`config.mk`:
```
export PLATFORM = sky130hd
export DESIGN_NAME = rpc_cell
export DESIGN_NICKNAME = d
export VERILOG_FILES = /design/src/design/rpc_pkg.sv /design/src/design/rpc_cell.sv
export SDC_FILE = /design/constraint.sdc
export NUM_CORES = 1
export LEC_CHECK = 0
export BUFFER_PORTS_ARGS = -buffer_cell sky130_fd_sc_hd__buf_2
export CAP_MARGIN = 25
export CORE_UTILIZATION = 55
export CTS_BUF_LIST = sky130_fd_sc_hd__clkbuf_8
export DETAILED_ROUTE_END_ITERATION = 10
export GPL_TIMING_DRIVEN = 0
export PLACE_DENSITY = 0.94
export SLEW_MARGIN = 15
export SYNTH_ARGS = -nofsm -noshare
export SYNTH_HDL_FRONTEND = slang
export SYNTH_SLANG_ARGS = --single-unit
```
`constraint.sdc`:
```
create_clock -name i_clk -period 4.27 [get_ports i_clk]
set_input_delay 0.2135 -clock i_clk [delete_from_list [all_inputs] [get_ports i_clk]]
set_output_delay 0.2135 -clock i_clk [all_outputs]
set_load 0.02 [all_outputs]
```
`src/design/rpc_pkg.sv`:
```
// ----------------------------------------------------------------------------
// rpc_pkg: shared types and constants for point rotation about a center
// Field widths, angle constants, the CORDIC arctangent table and the gain
// correction used by the pipeline cells and the output stage.
// ----------------------------------------------------------------------------
package rpc_pkg;

    localparam int ANGLE_W          = 16;
    localparam int COORD_W          = 24;
    localparam int ATAN_LEN         = 24;
    localparam int CORDIC_STEPS_DEF = 16;
    localparam int EXTRA_FRAC       = 6;

    // working widths: coordinates with 14 fractional bits, angle in Q30
    localparam int CW = 33;
    localparam int ZW = 33;
    localparam int KW = 31;
    localparam int AW = 18;

    localparam logic signed [AW-1:0] ANG_HALF_PI = 18'sd12868;
    localparam logic signed [AW-1:0] ANG_PI      = 18'sd25736;
    localparam logic signed [AW-1:0] ANG_TWO_PI  = 18'sd51472;

    localparam logic signed [COORD_W-1:0] COORD_MAX = 24'sh7FFFFF;
    localparam logic signed [COORD_W-1:0] COORD_MIN = 24'sh800000;

    localparam logic [29:0] ATAN_Q30 [ATAN_LEN] = '{
        30'd843314856, 30'd497837829, 30'd263043836, 30'd133525158,
        30'd67021686,  30'd33543515,  30'd16775850,  30'd8388437,
        30'd4194282,   30'd2097149,   30'd1048575,   30'd524287,
        30'd262143,    30'd131071,    30'd65535,     30'd32767,
        30'd16383,     30'd8191,      30'd4095,      30'd2047,
        30'd1023,      30'd511,       30'd255,       30'd127
    };

    typedef struct packed {
        logic signed [CW-1:0]      x;
        logic signed [CW-1:0]      y;
        logic signed [ZW-1:0]      z;
        logic signed [COORD_W-1:0] cx;
        logic signed [COORD_W-1:0] cy;
    } t_stage;

    // Q30 gain correction for a given number of stages, evaluated at elaboration
    function automatic logic [KW-1:0] gain_q30(input int steps);
        longint k;
        k = 64'sd652039507;
        for (int n = 8; n < steps && n < ATAN_LEN; n++) begin
            k = k - (k >>> (2 * n + 1));
        end
        return k[KW-1:0];
    endfunction

endpackage

```
`src/design/rpc_cell.sv`:
```
// ----------------------------------------------------------------------------
// rpc_cell: one CORDIC rotation cell
// Turns the vector by +-atan(2^-IDX) toward zero residual angle and hands
// the result to the next cell.
// ----------------------------------------------------------------------------
module rpc_cell #(
    parameter int IDX = 0
) (
    input  logic            i_clk,
    input  logic            i_rst_n,
    input  logic            i_en,
    input  logic            i_valid,
    input  rpc_pkg::t_stage i_stage,
    output logic            o_valid,
    output rpc_pkg::t_stage o_stage
);
    import rpc_pkg::*;

    logic signed [CW-1:0] w_xs;
    logic signed [CW-1:0] w_ys;
    logic signed [ZW-1:0] w_atan;
    t_stage               n_stage;
    t_stage               r_stage;
    logic                 r_valid;

    always_comb begin
        w_xs   = $signed(i_stage.y) >>> IDX;
        w_ys   = $signed(i_stage.x) >>> IDX;
        w_atan = $signed(ZW'(ATAN_Q30[IDX]));
        n_stage = i_stage;
        if (!i_stage.z[ZW-1]) begin
            n_stage.x = i_stage.x - w_xs;
            n_stage.y = i_stage.y + w_ys;
            n_stage.z = i_stage.z - w_atan;
        end else begin
            n_stage.x = i_stage.x + w_xs;
            n_stage.y = i_stage.y - w_ys;
            n_stage.z = i_stage.z + w_atan;
        end
    end

    always_ff @(posedge i_clk) begin
        if (!i_rst_n) begin
            r_valid <= 1'b0;
        end else if (i_en) begin
            r_valid <= i_valid;
        end
    end

    always_ff @(posedge i_clk) begin
        if (i_en) begin
            r_stage <= n_stage;
        end
    end

    assign o_valid = r_valid;
    assign o_stage = r_stage;

endmodule

```
==> out/results.ini <==
[logic_synthesis]
syn_inst = 1171
synthSimpleGateAreaFrac = 0.1197
ys.warnings.count = 0
synth_compound_area_frac = 0.2078
yosys_most_used_dff = edfxtp_1
synthAdderAreaFrac = 0.1456
synthesis.area_um2 = 11200
avgSynthCellArea_um2 = 9.566
async_flop_share = 0
synth_mux_area_frac = 0.01162
synthXorXnorAreaFrac = 0.06880
syn_nets = 1450
synth_top_family_by_area = compound AO/OA/AOI/OAI gates
synthDistinctLibCells = 73
ys_seq_elements = 147
seq_area_frac_synth = 0.3932
synth-edff-count = 146

[power_and_ir_drop]
internal_power_mw = 3.072
swShare = 0.3848
p_seq_frac = 0.386
total_power_mw = 4.993
switchingPower_mw = 1.921
p_leak_nw = 6.242
irDropWorstVdd_uv = 224.6
p_comb_frac = 0.363
clkPwrFrac = 0.251
power.density_nw_per_um2 = 356.5

[route]
drc = 0
drt_wl_total_um = 41580
vias = 11480
ant_nets = 0
dr.pass1.iters = 6
via_per_inst = 6.305
wl_per_cell_um = 22.85
drt_iter0_markers = 1202

[finish]
nFillCells = 1355
layout.cells.non_filler = 1820
area_growth_pct = 25.03
drive_gt1_frac = 0.2376
finish.utilization = 0.7103
stdcell_area_um2 = 14010
nets = 1819

[critical_path]
worstReg2RegEnd = o_valid$_SDFFE_PN0P_
path_class = input port to flop
critPathMaxStageDelay_ns = 0.63
cp-start-kind = input port
cpMaxStageDelayCell = a221oi_1
reg2regPathDepth = 2
crit_fanout = 24
cp-end-kind = flop
worst-path-buf-inv = 3
r2r_setup_slack_ns = 3.57
critPathArrivalTime_ns = 4.43
cp_cell_sequence = buf_2, clkinvlp_4, buf_2, ha_1, a21o_1, a21oi_1, o21ai_1, a21oi_1, or4_1, nand3_1, a221oi_1, a21o_1, a21oi_1, a31oi_1
required_ns = 4.56
r2r-start = o_valid$_SDFFE_PN0P_
cpMostUsedCell = a21oi_1
cpLargestDelayFamily = compound AO/OA/AOI/OAI gates

[place]
postPlaceCellArea_um2 = 13060
dpl.cell_count = 1735
dpl.hpwl_um = 27860
post-place-ws_ns = -0.3513
io_buffers = 298
place.gp.congestion = 1.010

[timing]
period_share = 0.9716
maxSlewHeadroom = 0.4137
holdWs_ns = -0.0009732
min_period_ns = 4.149
setup_ws_ns = 0.1211
rsz0062_at_grt = false
max_freq_ghz = 0.2410
skew_ns = 0
worstMarginPinSlew_ns = 0.8794
finalHoldViolations = 1
finalSetupViolations = 0
slew_violations = 0
tns_ns = 0

[floorplanning]
die_w_um = 144.7
rows = 51
fp.dieH_um = 144.7
ios = 299
initial_core_util = 0.5681
die_area_um2 = 20940
core_area_um2 = 19720

[clocking]
insertion_delay_ns = 0.48
clock_path_buffers = 2
clk_pin_slew_ns = 0.09
clock-root-buffer = clkbuf_8
htree_levels = 4
cts_sinks = 147
cts_tree = done
cts_buffers = 17

[run_status]
status = complete, but fails checks
violations = negative hold slack

[global_route]
grt_max_degree = 85
grt_pass1_wl_um = 61670
use_met3 = 0.1517
antenna_found_initial = 8
grt_pass1_vias = 11090
grt_overflow = 0
track_usage = 0.4005
met2_usage = 0.6154
gr-max-usage-layer = met2
grt_use_met1 = 0.4552

[worst_hold_path]
hold_class = input port to flop
hold_path_end = o_valid$_SDFFE_PN0P_
hold_start = i_rst_n
min_path_cells = 2

[run]
maxCapViolCount = 0

flip-flops by register name (all words and copies together), names as in the netlist:
name,cells
o_stage,146
o_valid,1
synth_stat cells, drive strengths merged (4+ instances only):
master	n	share of area
nor2b	14	0.0078
a21o	29	0.019
and2	9	0.0050
clkinv	4	0.0013
edfxtp	146	0.39
buf	18	0.0089
a221oi	4	0.0031
nor2	85	0.028
or3	6	0.0034
nor4	11	0.0061
xor2	12	0.0094
o21a	9	0.0060
a2111oi	6	0.0075
o21bai	25	0.017
or2	5	0.0028
nand2b	13	0.0073
nor3	21	0.0094
o211ai	11	0.0074
nand3	22	0.0098
clkbuf	25	0.0085
o31ai	12	0.0085
ha	124	0.14
fa	4	0.0071
nand2	69	0.023
o31a	7	0.0056
inv	103	0.035
a21oi	132	0.060
nand4	13	0.0073
xnor2	76	0.059
a211oi	8	0.0063
nand3b	4	0.0027
a31oi	13	0.010
mux2i	13	0.012
o21ai	85	0.039
cells in the final DEF (no fill, tap or decap), types with 9 or more instances in the layout:
master	synthesis	routed
a21o_1	29	29
a21oi_1	130	130
a31oi_1	9	9
and2_1	9	9
buf_2	8	306
clkbuf_1	24	23
clkbuf_8	0	17
dlygate4sd3_1	0	51
edfxtp_1	146	146
ha_1	124	124
inv_1	101	101
mux2i_1	13	13
nand2_1	69	69
nand2b_1	13	13
nand3_1	22	22
nand4_1	13	13
nor2_1	85	85
nor2b_1	14	14
nor3_1	21	21
nor4_1	11	11
o211ai_1	11	11
o21a_1	9	9
o21ai_0	76	76
o21bai_1	25	25
o31ai_1	11	11
xnor2_1	76	76
xor2_1	12	12
cells by family (layout without fill, tap and decap cells):
logic type,count (synthesis),after routing
flops,147,147
other cells,0,2
mux,13,13
fa+ha+maj,128,128
xor+xnor,88,88
buf+inv,150,532
compound gates,364,364
simple gates,281,281
how the worst max path moves through the flow:
stage	end	slack, ns	start	cells past startpoint
final	o_stage[80]$_DFFE_PP_	0.12	i_stage[80]	14
after global routing	o_stage[73]$_DFFE_PP_	0.06	i_stage[80]	14
after CTS	o_stage[73]$_DFFE_PP_	0.08	i_stage[80]	14
after detailed placement	o_stage[73]$_DFFE_PP_	-0.35	i_stage[80]	14
after global placement	o_stage[73]$_DFFE_PP_	-0.58	i_stage[80]	14
after floorplan	o_stage[73]$_DFFE_PP_	0.86	i_stage[80]	13
area by class of cell:
| class | instances | area, um^2 | area share |
|---|---|---|---|
| timing repair buffer | 350 | 2036 | 0.1453 |
| clock inverter | 15 | 192.7 | 0.01376 |
| antenna | 2 | 5.005 | 0.0003573 |
| clock buffer | 17 | 234.0 | 0.01671 |
| tap | 265 | 331.6 | 0.02367 |
| multi-input combinational | 874 | 6201 | 0.4427 |
| sequential | 147 | 4404 | 0.3145 |
| inverter | 107 | 405.4 | 0.02894 |
| buffer | 43 | 196.4 | 0.01403 |
power groups by stage:
| stage | Sequential, mW | Combinational [mW] | Clock (mW) |
|---|---|---|---|
| finish | 1.93 | 1.81 | 1.25 |
| global route | 1.94 | 1.92 | 1.28 |
| CTS | 1.91 | 1.73 | 1.21 |
| detailed placement | 1.94 | 1.67 | 0 |
| global placement | 1.94 | 1.63 | 0 |
| floorplan | 2.19 | 0.820 | 0 |
what timing repair did:
| item | in CTS | in global routing |
|---|---|---|
| gates resized for setup | 0 | 2 |
| hold buffers | 51 | 0 |
| setup buffers | 0 | 0 |
| endpoints found under the hold margin | 51 | 0 |
| endpoints found under the setup margin | 0 | 8 |
routing by layer:
layer	routed length [um]	share of wire
met5	53	0.0013
met4	2989	0.072
met3	5453	0.13
met2	18670	0.45
met1	14410	0.35
No activity file was read; power rests on OpenSTA's default activity.
