File: src/design/rpc_pkg.sv
// ----------------------------------------------------------------------------
// rpc_pkg: shared types and constants for point rotation about a center
// Field widths, angle constants, the CORDIC arctangent table and the gain
// correction used by the pipeline cells and the output stage.
// ----------------------------------------------------------------------------
package rpc_pkg;

    localparam int ANGLE_W          = 16;
    localparam int COORD_W          = 24;
    localparam int ATAN_LEN         = 24;
    localparam int CORDIC_STEPS_DEF = 16;
    localparam int EXTRA_FRAC       = 6;

    // working widths: coordinates with 14 fractional bits, angle in Q30
    localparam int CW = 33;
    localparam int ZW = 33;
    localparam int KW = 31;
    localparam int AW = 18;

    localparam logic signed [AW-1:0] ANG_HALF_PI = 18'sd12868;
    localparam logic signed [AW-1:0] ANG_PI      = 18'sd25736;
    localparam logic signed [AW-1:0] ANG_TWO_PI  = 18'sd51472;

    localparam logic signed [COORD_W-1:0] COORD_MAX = 24'sh7FFFFF;
    localparam logic signed [COORD_W-1:0] COORD_MIN = 24'sh800000;

    localparam logic [29:0] ATAN_Q30 [ATAN_LEN] = '{
        30'd843314856, 30'd497837829, 30'd263043836, 30'd133525158,
        30'd67021686,  30'd33543515,  30'd16775850,  30'd8388437,
        30'd4194282,   30'd2097149,   30'd1048575,   30'd524287,
        30'd262143,    30'd131071,    30'd65535,     30'd32767,
        30'd16383,     30'd8191,      30'd4095,      30'd2047,
        30'd1023,      30'd511,       30'd255,       30'd127
    };

    typedef struct packed {
        logic signed [CW-1:0]      x;
        logic signed [CW-1:0]      y;
        logic signed [ZW-1:0]      z;
        logic signed [COORD_W-1:0] cx;
        logic signed [COORD_W-1:0] cy;
    } t_stage;

    // Q30 gain correction for a given number of stages, evaluated at elaboration
    function automatic logic [KW-1:0] gain_q30(input int steps);
        longint k;
        k = 64'sd652039507;
        for (int n = 8; n < steps && n < ATAN_LEN; n++) begin
            k = k - (k >>> (2 * n + 1));
        end
        return k[KW-1:0];
    endfunction

endpackage

File: src/design/rpc_post.sv
// ----------------------------------------------------------------------------
// rpc_post: gain correction and output register
// Multiplies by the CORDIC gain, rounds back to 8 fractional bits, adds the
// center and saturates to the coordinate range.
// ----------------------------------------------------------------------------
module rpc_post #(
    parameter int STEPS = rpc_pkg::CORDIC_STEPS_DEF
) (
    input  logic                              i_clk,
    input  logic                              i_rst_n,
    input  logic                              i_en,
    input  logic                              i_valid,
    input  rpc_pkg::t_stage                   i_stage,
    output logic                              o_valid,
    output logic signed [rpc_pkg::COORD_W-1:0] o_rotated_x,
    output logic signed [rpc_pkg::COORD_W-1:0] o_rotated_y,
    output logic                              o_clipped
);
    import rpc_pkg::*;

    localparam int PW = CW + KW + 1;
    localparam int RS = 36;
    localparam int RW = PW - RS;
    localparam int SW = RW + 1;
    localparam logic [KW-1:0]          GAIN       = gain_q30(STEPS);
    localparam logic signed [PW-1:0]   ROUND_HALF = PW'(1) <<< (RS - 1);

    logic signed [PW-1:0]      r_prod_x;
    logic signed [PW-1:0]      r_prod_y;
    logic signed [COORD_W-1:0] r_cx;
    logic signed [COORD_W-1:0] r_cy;
    logic                      r_mvalid;

    logic signed [PW-1:0]      w_bx;
    logic signed [PW-1:0]      w_by;
    logic signed [SW-1:0]      w_sx;
    logic signed [SW-1:0]      w_sy;
    logic signed [COORD_W-1:0] n_rx;
    logic signed [COORD_W-1:0] n_ry;
    logic                      n_clip;
    logic signed [COORD_W-1:0] r_rx;
    logic signed [COORD_W-1:0] r_ry;
    logic                      r_clip;
    logic                      r_valid;

    // multiply stage
    always_ff @(posedge i_clk) begin
        if (i_en) begin
            r_prod_x <= PW'($signed(i_stage.x)) * PW'($signed({1'b0, GAIN}));
            r_prod_y <= PW'($signed(i_stage.y)) * PW'($signed({1'b0, GAIN}));
            r_cx     <= i_stage.cx;
            r_cy     <= i_stage.cy;
        end
    end

    // round half up, add center back, saturate
    always_comb begin
        w_bx = (r_prod_x + ROUND_HALF) >>> RS;
        w_by = (r_prod_y + ROUND_HALF) >>> RS;
        w_sx = SW'($signed(w_bx[RW-1:0])) + SW'(r_cx);
        w_sy = SW'($signed(w_by[RW-1:0])) + SW'(r_cy);
        n_clip = 1'b0;
        if (w_sx > SW'(COORD_MAX)) begin
            n_rx   = COORD_MAX;
            n_clip = 1'b1;
        end else if (w_sx < SW'(COORD_MIN)) begin
            n_rx   = COORD_MIN;
            n_clip = 1'b1;
        end else begin
            n_rx = w_sx[COORD_W-1:0];
        end
        if (w_sy > SW'(COORD_MAX)) begin
            n_ry   = COORD_MAX;
            n_clip = 1'b1;
        end else if (w_sy < SW'(COORD_MIN)) begin
            n_ry   = COORD_MIN;
            n_clip = 1'b1;
        end else begin
            n_ry = w_sy[COORD_W-1:0];
        end
    end

    always_ff @(posedge i_clk) begin
        if (i_en) begin
            r_rx   <= n_rx;
            r_ry   <= n_ry;
            r_clip <= n_clip;
        end
    end

    always_ff @(posedge i_clk) begin
        if (!i_rst_n) begin
            r_mvalid <= 1'b0;
            r_valid  <= 1'b0;
        end else if (i_en) begin
            r_mvalid <= i_valid;
            r_valid  <= r_mvalid;
        end
    end

    assign o_valid     = r_valid;
    assign o_rotated_x = r_rx;
    assign o_rotated_y = r_ry;
    assign o_clipped   = r_clip;

endmodule

File: config.mk
export PLATFORM = sky130hd
export DESIGN_NAME = rpc_post
export DESIGN_NICKNAME = d
export VERILOG_FILES = /design/src/design/rpc_pkg.sv /design/src/design/rpc_post.sv
export SDC_FILE = /design/constraint.sdc
export NUM_CORES = 2
export LEC_CHECK = 0
export BUFFER_PORTS_ARGS = -buffer_cell sky130_fd_sc_hd__buf_4
export CAP_MARGIN = 20
export CORE_ASPECT_RATIO = 0.6
export CORE_MARGIN = 2
export CORE_UTILIZATION = 55
export CTS_CLUSTER_SIZE = 30
export DETAILED_ROUTE_END_ITERATION = 10
export PLACE_DENSITY = 0.7
export SYNTH_ARGS = -nofsm -noshare
export SYNTH_HDL_FRONTEND = slang
export SYNTH_SLANG_ARGS = --single-unit
File: constraint.sdc
create_clock -name i_clk -period 9.95 [get_ports i_clk]
set_input_delay 0.4975 -clock i_clk [delete_from_list [all_inputs] [get_ports i_clk]]
set_output_delay 0.4975 -clock i_clk [all_outputs]
set_load 0.02 [all_outputs]
==> flow_summary.toml <==
[die]
die_height_um = 237
rows = 85
initial_core_util = 0.556
core-area_um2 = 89900
pin_count = 201
die_w_um = 393
dieArea_um2 = 93300

[timing]
layout_setup_ws_ns = 1.46
worst_pin_slew_ns = 1.25
setup_violations = 0
finalHoldViolCount = 0
setup_tns_ns = 0
period_share = 0.853
skew_ns = 0.0250
fmax_ghz = 0.118
min_period_ns = 8.49
final_max_slew_viol_count = 0
rsz0062_at_grt = "false"
slew_headroom = 0.166

[cts]
cts-root-buf = "clkbuf_16"
insertion_delay_ns = 0.50
htree_levels = 4
cts_sinks = 157
cts_hold_buffers = 0
cts_buffers = 25
post_cts_buffers = 0
clockBufferDepth = 3
cts_resized = 0
cts_tree = "yes"
clk_pin_slew_ns = 0.07

[logic_synthesis]
yosys.area.top_type = "fa_1"
syn_nets = 6838
synth_edf_count = 155
synth_area_um2 = 50000
postSynthCellCount = 4867
synth.most_common_cell = "inv_1"
ys_types = 74
synth_seq_area_share = 0.0940
synthArstFlopShare = 0
syn_area_per_cell_um2 = 10.3
synth_area_leaders = "fa_1 (40%), ha_1 (21%), inv_1 (10%)"
synth-seq-cells = 157
yosys-top-cells-count = "inv_1 (1337), fa_1 (998), ha_1 (822)"
synth_flop_cell = "edfxtp_1"
synth_warnings = 0
yosys.area.top_type_share = 0.400

[finish]
final_util = 0.594
num-fill-cells = 7723
fin_nets = 7003
multiInputGateArea_um2 = 40000
syn_to_final_growth_pct = 6.86
area.sequential_um2 = 4690
diodes = 0
post_route_cells_drive_above_1_share = 0.0490

[grt]
antenna_found_initial = 1
grt_max_degree = 85
grt_usage = 0.290
grt_overflow_total = 0
grt_pass1_vias = 35562
grt_pass1_wl_mm = 204

[run]
drv_cap = 0

[detailed_routing]
wl_met2_mm = 51.2
first_pass_iters = 5
drc_errors = 0
via_per_inst = 5.41
topRoutingLayerUsed = "met5"
wl_met3_mm = 16.0
wl_met1_mm = 61.6
antenna_left = 0
wl_per_cell_um = 20.8
drt_iter0_drc = 2369
drt_wl_total_mm = 130
vias = 33860

[critical_path]
crit_path_start_kind = "input port"
arrival_ns = 8.72
reg2reg_to = "o_rotated_x[11]"
path_class = "input port to register"
cp.required_ns = 10.18
rr_worst_depth = 17
cp-end-kind = "register"
rrSetupSlack_ns = 4.39
r2r-start = "r_prod_x[38]"
cp_max_fo = 10

[hold_path]
min_path_type = "input port to register"
min_to = "r_cx[5]"
hold-path-cell-count = 1
min_from = "i_stage[29]"

[outcome]
status = "finished clean"

[place]
dp_slack_ns = 1.13
hpwl_mm = 115
portBuffers = 167
gp_congestion = 1.02
==> metrics by stage <==
step / area, um^2 / instances / hold slack [ns]
3_5_place_dp: 52600 / 6222 / 0.509
2_1_floorplan: 50000 / 4867 / 0.482
5_1_grt: 53400 / 6255 / 0.158
4_1_cts: 53400 / 6254 / 0.160
3_3_place_gp: 52600 / 6222 / 0.504
6_report: 53400 / 6255 / 0.174
==> cell type report <==
cell class,count,area share
Clock buffer,27,0.0119
Clock inverter,5,0.00136
Inverter,1339,0.0942
Multi-Input combinational cell,3327,0.750
Sequential cell,157,0.0879
Tap cell,1218,0.0285
Timing Repair Buffer,182,0.0260
==> worst max-delay path by stage <==
stage	startpoint	to	slack, ns	depth (start not counted)
2_1_floorplan	i_stage[146]	r_prod_x[62]	1.61	24
3_3_place_gp	i_stage[131]	r_prod_x[62]	1.17	23
3_5_place_dp	i_stage[131]	r_prod_x[63]	1.13	23
4_1_cts	i_stage[131]	r_prod_x[63]	1.61	23
5_1_grt	i_stage[131]	r_prod_x[63]	1.03	23
6_report	i_stage[131]	r_prod_x[63]	1.46	23
==> sequential cells by signal, indices dropped and copies added, names as in the netlist <==
signal,cells
r_prod_y,29
o_rotated_x,24
r_cy,24
o_clipped,1
o_valid,1
r_mvalid,1
o_rotated_y,24
r_prod_x,29
r_cx,24
==> worst max-delay path, cell delays in order <==
cell	delay, ns
buf_4	0.19
ha_1	0.54
xor2_1	0.22
xnor2_1	0.59
fa_1	0.54
fa_1	0.52
inv_1	0.06
fa_1	0.49
fa_1	0.77
fa_1	0.51
fa_1	0.53
ha_1	0.36
nand3_1	0.10
nor3_1	0.50
nand4_1	0.20
o32ai_2	0.22
buf_4	0.22
nand4_1	0.16
a2111oi_2	0.56
nor3_1	0.23
o21ai_1	0.39
a221oi_1	0.15
xnor2_1	0.15
==> cell usage in the layout (no fill, tap or decap), types with 31 or more instances in the layout <==
cell type	netlist	final
inv_1	1337	1337
fa_1	998	998
ha_1	822	822
a21oi_1	220	220
xnor2_1	193	193
xor2_1	182	182
buf_4	2	180
edfxtp_1	155	155
nand2_1	135	135
o21ai_0	103	103
nor2_1	102	102
a21o_1	97	97
nand3_1	85	85
nor2b_1	46	46
nor3_1	31	31
==> per-layer routing <==
metal / track usage / vias to the layer above
li1: - / 15603
met1: 0.446 / 17004
met2: 0.391 / 1174
met3: 0.122 / 73
met4: 0.0218 / 6
met5: 0.0234 / -
==> logic make-up after synthesis <==
family,count (synthesis),synth area share
simple gates,517,0.0508
buf+inv,1383,0.105
flops,157,0.0940
compound gates,602,0.0763
mux,13,0.00260
fa+ha+maj,1820,0.606
xor+xnor,375,0.0657
Power is not shown: default switching activity piles up to over one toggle a cycle in this logic, so the estimate is an artifact.
