`src/design/rpc_pkg.sv`:
```
// ----------------------------------------------------------------------------
// rpc_pkg: shared types and constants for point rotation about a center
// Field widths, angle constants, the CORDIC arctangent table and the gain
// correction used by the pipeline cells and the output stage.
// ----------------------------------------------------------------------------
package rpc_pkg;

    localparam int ANGLE_W          = 16;
    localparam int COORD_W          = 24;
    localparam int ATAN_LEN         = 24;
    localparam int CORDIC_STEPS_DEF = 16;
    localparam int EXTRA_FRAC       = 6;

    // working widths: coordinates with 14 fractional bits, angle in Q30
    localparam int CW = 33;
    localparam int ZW = 33;
    localparam int KW = 31;
    localparam int AW = 18;

    localparam logic signed [AW-1:0] ANG_HALF_PI = 18'sd12868;
    localparam logic signed [AW-1:0] ANG_PI      = 18'sd25736;
    localparam logic signed [AW-1:0] ANG_TWO_PI  = 18'sd51472;

    localparam logic signed [COORD_W-1:0] COORD_MAX = 24'sh7FFFFF;
    localparam logic signed [COORD_W-1:0] COORD_MIN = 24'sh800000;

    localparam logic [29:0] ATAN_Q30 [ATAN_LEN] = '{
        30'd843314856, 30'd497837829, 30'd263043836, 30'd133525158,
        30'd67021686,  30'd33543515,  30'd16775850,  30'd8388437,
        30'd4194282,   30'd2097149,   30'd1048575,   30'd524287,
        30'd262143,    30'd131071,    30'd65535,     30'd32767,
        30'd16383,     30'd8191,      30'd4095,      30'd2047,
        30'd1023,      30'd511,       30'd255,       30'd127
    };

    typedef struct packed {
        logic signed [CW-1:0]      x;
        logic signed [CW-1:0]      y;
        logic signed [ZW-1:0]      z;
        logic signed [COORD_W-1:0] cx;
        logic signed [COORD_W-1:0] cy;
    } t_stage;

    // Q30 gain correction for a given number of stages, evaluated at elaboration
    function automatic logic [KW-1:0] gain_q30(input int steps);
        longint k;
        k = 64'sd652039507;
        for (int n = 8; n < steps && n < ATAN_LEN; n++) begin
            k = k - (k >>> (2 * n + 1));
        end
        return k[KW-1:0];
    endfunction

endpackage

```
`src/design/rpc_prep.sv`:
```
// ----------------------------------------------------------------------------
// rpc_prep: entry stage of the rotation pipeline
// Forms the offset from the center, wraps the angle to +-pi and pre-turns
// by 90 degrees so the CORDIC cells only see angles within +-pi/2.
// ----------------------------------------------------------------------------
module rpc_prep (
    input  logic                              i_clk,
    input  logic                              i_rst_n,
    input  logic                              i_en,
    input  logic                              i_valid,
    input  logic signed [rpc_pkg::ANGLE_W-1:0] i_rot_angle,
    input  logic signed [rpc_pkg::COORD_W-1:0] i_center_x,
    input  logic signed [rpc_pkg::COORD_W-1:0] i_center_y,
    input  logic signed [rpc_pkg::COORD_W-1:0] i_point_x,
    input  logic signed [rpc_pkg::COORD_W-1:0] i_point_y,
    output logic                              o_valid,
    output rpc_pkg::t_stage                   o_stage
);
    import rpc_pkg::*;

    logic signed [COORD_W:0] w_dx;
    logic signed [COORD_W:0] w_dy;
    logic signed [CW-1:0]    w_x0;
    logic signed [CW-1:0]    w_y0;
    logic signed [AW-1:0]    w_a_in;
    logic signed [AW-1:0]    w_a_wrap;
    logic signed [AW-1:0]    w_a;
    t_stage                  n_stage;
    t_stage                  r_stage;
    logic                    r_valid;

    always_comb begin
        w_dx = (COORD_W+1)'(i_point_x) - (COORD_W+1)'(i_center_x);
        w_dy = (COORD_W+1)'(i_point_y) - (COORD_W+1)'(i_center_y);
        w_x0 = CW'(w_dx) <<< EXTRA_FRAC;
        w_y0 = CW'(w_dy) <<< EXTRA_FRAC;

        w_a_in = AW'(i_rot_angle);
        if (w_a_in > ANG_PI) begin
            w_a_wrap = w_a_in - ANG_TWO_PI;
        end else if (w_a_in < -ANG_PI) begin
            w_a_wrap = w_a_in + ANG_TWO_PI;
        end else begin
            w_a_wrap = w_a_in;
        end

        n_stage.cx = i_center_x;
        n_stage.cy = i_center_y;
        if (w_a_wrap > ANG_HALF_PI) begin
            n_stage.x = -w_y0;
            n_stage.y = w_x0;
            w_a       = w_a_wrap - ANG_HALF_PI;
        end else if (w_a_wrap < -ANG_HALF_PI) begin
            n_stage.x = w_y0;
            n_stage.y = -w_x0;
            w_a       = w_a_wrap + ANG_HALF_PI;
        end else begin
            n_stage.x = w_x0;
            n_stage.y = w_y0;
            w_a       = w_a_wrap;
        end
        // angle from Q13 to Q30
        n_stage.z = ZW'(w_a) <<< 17;
    end

    always_ff @(posedge i_clk) begin
        if (!i_rst_n) begin
            r_valid <= 1'b0;
        end else if (i_en) begin
            r_valid <= i_valid;
        end
    end

    always_ff @(posedge i_clk) begin
        if (i_en) begin
            r_stage <= n_stage;
        end
    end

    assign o_valid = r_valid;
    assign o_stage = r_stage;

endmodule

```
`config.mk`:
```
export PLATFORM = sky130hd
export DESIGN_NAME = rpc_prep
export DESIGN_NICKNAME = d
export VERILOG_FILES = /design/src/design/rpc_pkg.sv /design/src/design/rpc_prep.sv
export SDC_FILE = /design/constraint.sdc
export NUM_CORES = 1
export LEC_CHECK = 0
export ABC_AREA = 1
export BUFFER_PORTS_ARGS = -buffer_cell sky130_fd_sc_hd__buf_2
export CORE_AREA = 4 4 188 190
export DETAILED_ROUTE_END_ITERATION = 10
export DIE_AREA = 0 0 192 194
export GPL_TIMING_DRIVEN = 0
export MAX_ROUTING_LAYER = met4
export PLACE_DENSITY = 0.61
export SYNTH_ARGS = -nofsm -noshare
export SYNTH_HDL_FRONTEND = slang
export SYNTH_SLANG_ARGS = --single-unit
```
`constraint.sdc`:
```
create_clock -name i_clk -period 9.8 [get_ports i_clk]
set_input_delay 0.49 -clock i_clk [delete_from_list [all_inputs] [get_ports i_clk]]
set_output_delay 0.49 -clock i_clk [all_outputs]
set_load 0.01 [all_outputs]
```
==> run metrics <==
run status=completed; first-pass GRT wire length=64100 um; Nets=2357; maxcap violations=0; Synth top area share=29.5%; postcts setup bufs=0; Crit path largest cell delay=0.45 ns; routed vias/inst=4.82; Hold-fix buffers, CTS=0; total track usage=22.4%; most used cell, CP=nand2_1; Synth Area per Inst=6.32 um^2; layout cells sized above 1=17.0%; largest net degree at the start of global routing=100; synth-to-layout area growth=19.9%; HP Class=input port to flip-flop; Port-buffer cells=230; CTS tree=built; Die Area=0.0372 mm^2; slowest stage cell on the critical path=clkbuf_1; final std cells w/o fill=2643; Setup-failing EPs final=0; relative slew slack=55.7%; Slew Viols, Final=0; FFs w/ async S/R, synth=0%; Fillers=3600; Design Area, Final=0.0144 mm^2; Yosys cell types=46; vias in the first global route=12.2k; DRT Pass-1 Iters=5; # rows=67; fin crit share=42.8%; Max VDD drop=127 uV; clk slew on worst S/H paths=0.06 ns; I/O pins=264; setup TNS=0 ns; Setup crit end kind=flip-flop; worst-path fanout max=10; actual slew at the worst max-slew pin=0.659 ns; routed wire length=41400 um; cell area after placement=0.0139 mm^2; RSZ-0062 raised after global routing=no; WS Path Type=input port to flip-flop; final hold violation count=0; initial antenna violation count=0; remaining global-route overflow=0; Worst Setup SP=i_rot_angle[4]; WP data required=9.91 ns; Hold Worst Slack=0.236 ns; Leak=7.77 nW; antenna-violating nets left=0; vias=12.7k; Post-Syn Area=0.0120 mm^2; Max H-tree Level=4; Residual DRC=0; Die Width=192 um; Initial Util=36.0%; post-synthesis register bit count=119; DP HPWL=33900 um; Worst Path Arrival=4.31 ns; Worst setup SP type=input port; Clock Latency Late Sink=0.43 ns; Seq/Total Area, Yosys=29.6%; gpl congestion=0.944; Root Buffer=clkbuf_16; die height=194 um; Core ar.=0.0334 mm^2; number of antenna diodes=0; CTS max path bufs=2; Clock Skews=0 ns; dpl cells=2611; Synth area leader=edfxtp_1; WL/cell=15.7 um; Worst R2R Start=o_valid; main flop type after synthesis=edfxtp_1; Synth area leaders=edfxtp_1, nand2_1, inv_1, nand3_1, ha_1; Fmax achieved=238 MHz; crit path cell chain=buf_2 > ha_1 > nand3_1 > nand2_1 > a221oi_1 > o22ai_1 > ha_1 > clkbuf_1 > clkbuf_1 > nand2_1 > o21ai_0 > nand2_1 > nand2_2 > nand2_1 > inv_1 > nand3_2 > nand3_1 > nand2_1 > nand2_2 > clkbuf_1 > o21ai_0; Post-synth EDFFs=118; Resize count post-CTS=0; HP Start=i_center_y[14]; First DRT Iteration DRCs=707; yosys warns=0; Synth Instances=1904; clk sink count=119; pwr dens=153 mW/mm^2; post-route minimum period=4.20 ns; CTS buffer count=17; Final Util=43.1%
cells by family (layout without fill, tap and decap cells):
family | count (synthesis) | after routing | synth area share, %
fa+ha+maj | 59 | 59 | 6.26
flops | 119 | 119 | 29.6
other cells | 1 | 29 | 0.0312
buf+inv | 352 | 615 | 12.7
xor+xnor | 52 | 52 | 3.91
compound gates | 129 | 129 | 5.63
simple gates | 1192 | 1192 | 41.8
layer usage:
metal	part of all wire, %	global-route usage (%)	wire length (um)
met5	0	-	0
met1	46	29.2	19000
met2	46	36.0	19100
met3	5.8	3.73	2400
met4	2.2	6.44	904
sequential cells by signal (all words and copies together) (netlist names):
register	flops
o_stage	118
o_valid	1
area by class of cell:
| type | count | area, um^2 | share of cell area, % |
|---|---|---|---|
| inverters | 288 | 1080 | 7.52 |
| plain buffers | 64 | 447 | 3.10 |
| repair buffers | 231 | 1180 | 8.22 |
| multi-input cells | 1461 | 7040 | 48.8 |
| flip-flops and latches | 119 | 3560 | 24.7 |
| clock inverters | 13 | 109 | 0.755 |
| well taps | 448 | 561 | 3.89 |
| clock buffers | 19 | 433 | 3.00 |
power breakdown:
| group | total [mW] | leakage, nW | switching (mW) | internal, mW |
|---|---|---|---|---|
| clock | 0.598 | 0.262 | 0.252 | 0.345 |
| combinational | 0.920 | 6.34 | 0.625 | 0.295 |
| sequential | 0.685 | 1.16 | 0.0249 | 0.660 |
per-stage QoR:
| step | worst slack [ns] | power (mW) |
|---|---|---|
| 3_3_place_gp | 5.20 | 1.61 |
| 6_report | 5.60 | 2.20 |
| 4_1_cts | 5.66 | 2.22 |
| 2_1_floorplan | 6.36 | 1.29 |
| 5_1_grt | 5.36 | 2.36 |
| 3_5_place_dp | 5.20 | 1.61 |
layout by cell type, fill, tap and decap left out, types with 8 or more instances in the layout:
| master | n |
|---|---|
| clkbuf_16 | 17 |
| nand2_1 | 746 |
| inv_1 | 276 |
| nor2_1 | 159 |
| nand4_1 | 42 |
| nand3_1 | 182 |
| nand2_2 | 16 |
| conb_1 | 29 |
| o21ai_0 | 57 |
| inv_2 | 10 |
| ha_1 | 57 |
| buf_6 | 8 |
| nor3_1 | 16 |
| edfxtp_1 | 118 |
| a21oi_1 | 44 |
| buf_4 | 35 |
| buf_2 | 246 |
| xor2_1 | 45 |
| o21ai_1 | 16 |
synth_stat cells (2+ instances only):
| cell type | count |
|---|---|
| nand4_1 | 42 |
| nand3_1 | 182 |
| nor2_1 | 159 |
| o211ai_1 | 2 |
| and2_1 | 2 |
| o21ai_1 | 16 |
| o21ai_0 | 57 |
| o22ai_1 | 2 |
| nand2_4 | 6 |
| buf_6 | 7 |
| ha_1 | 57 |
| buf_2 | 17 |
| inv_2 | 10 |
| inv_1 | 276 |
| fa_1 | 2 |
| nor2_4 | 2 |
| edfxtp_1 | 118 |
| nor4_1 | 2 |
| nand2_2 | 16 |
| nand3_2 | 6 |
| xnor2_1 | 5 |
| buf_4 | 35 |
| nand3b_1 | 4 |
| a21oi_1 | 44 |
| nor2_2 | 4 |
| xor2_1 | 45 |
| nand2_1 | 746 |
| o21bai_1 | 4 |
| clkbuf_1 | 4 |
| nor3_1 | 16 |
worst max-delay path: cells and delay by family:
| kind | cells | cell delay [ns] |
|---|---|---|
| buffers and inverters | 5 | 1.47 |
| adders and majority gates | 2 | 0.59 |
| and+or+nand+nor | 10 | 0.90 |
| AOI/OAI and AO/OA | 4 | 0.86 |
final timing paths:
kind,depth (start not counted),end,slack (ns)
setup / recovery,21,o_stage[101],5.60
setup reg to reg,2,o_valid,9.17
hold / removal,1,o_stage[14],0.24
hold reg to reg,2,o_valid,0.53
No activity file was read; power rests on OpenSTA's default activity.
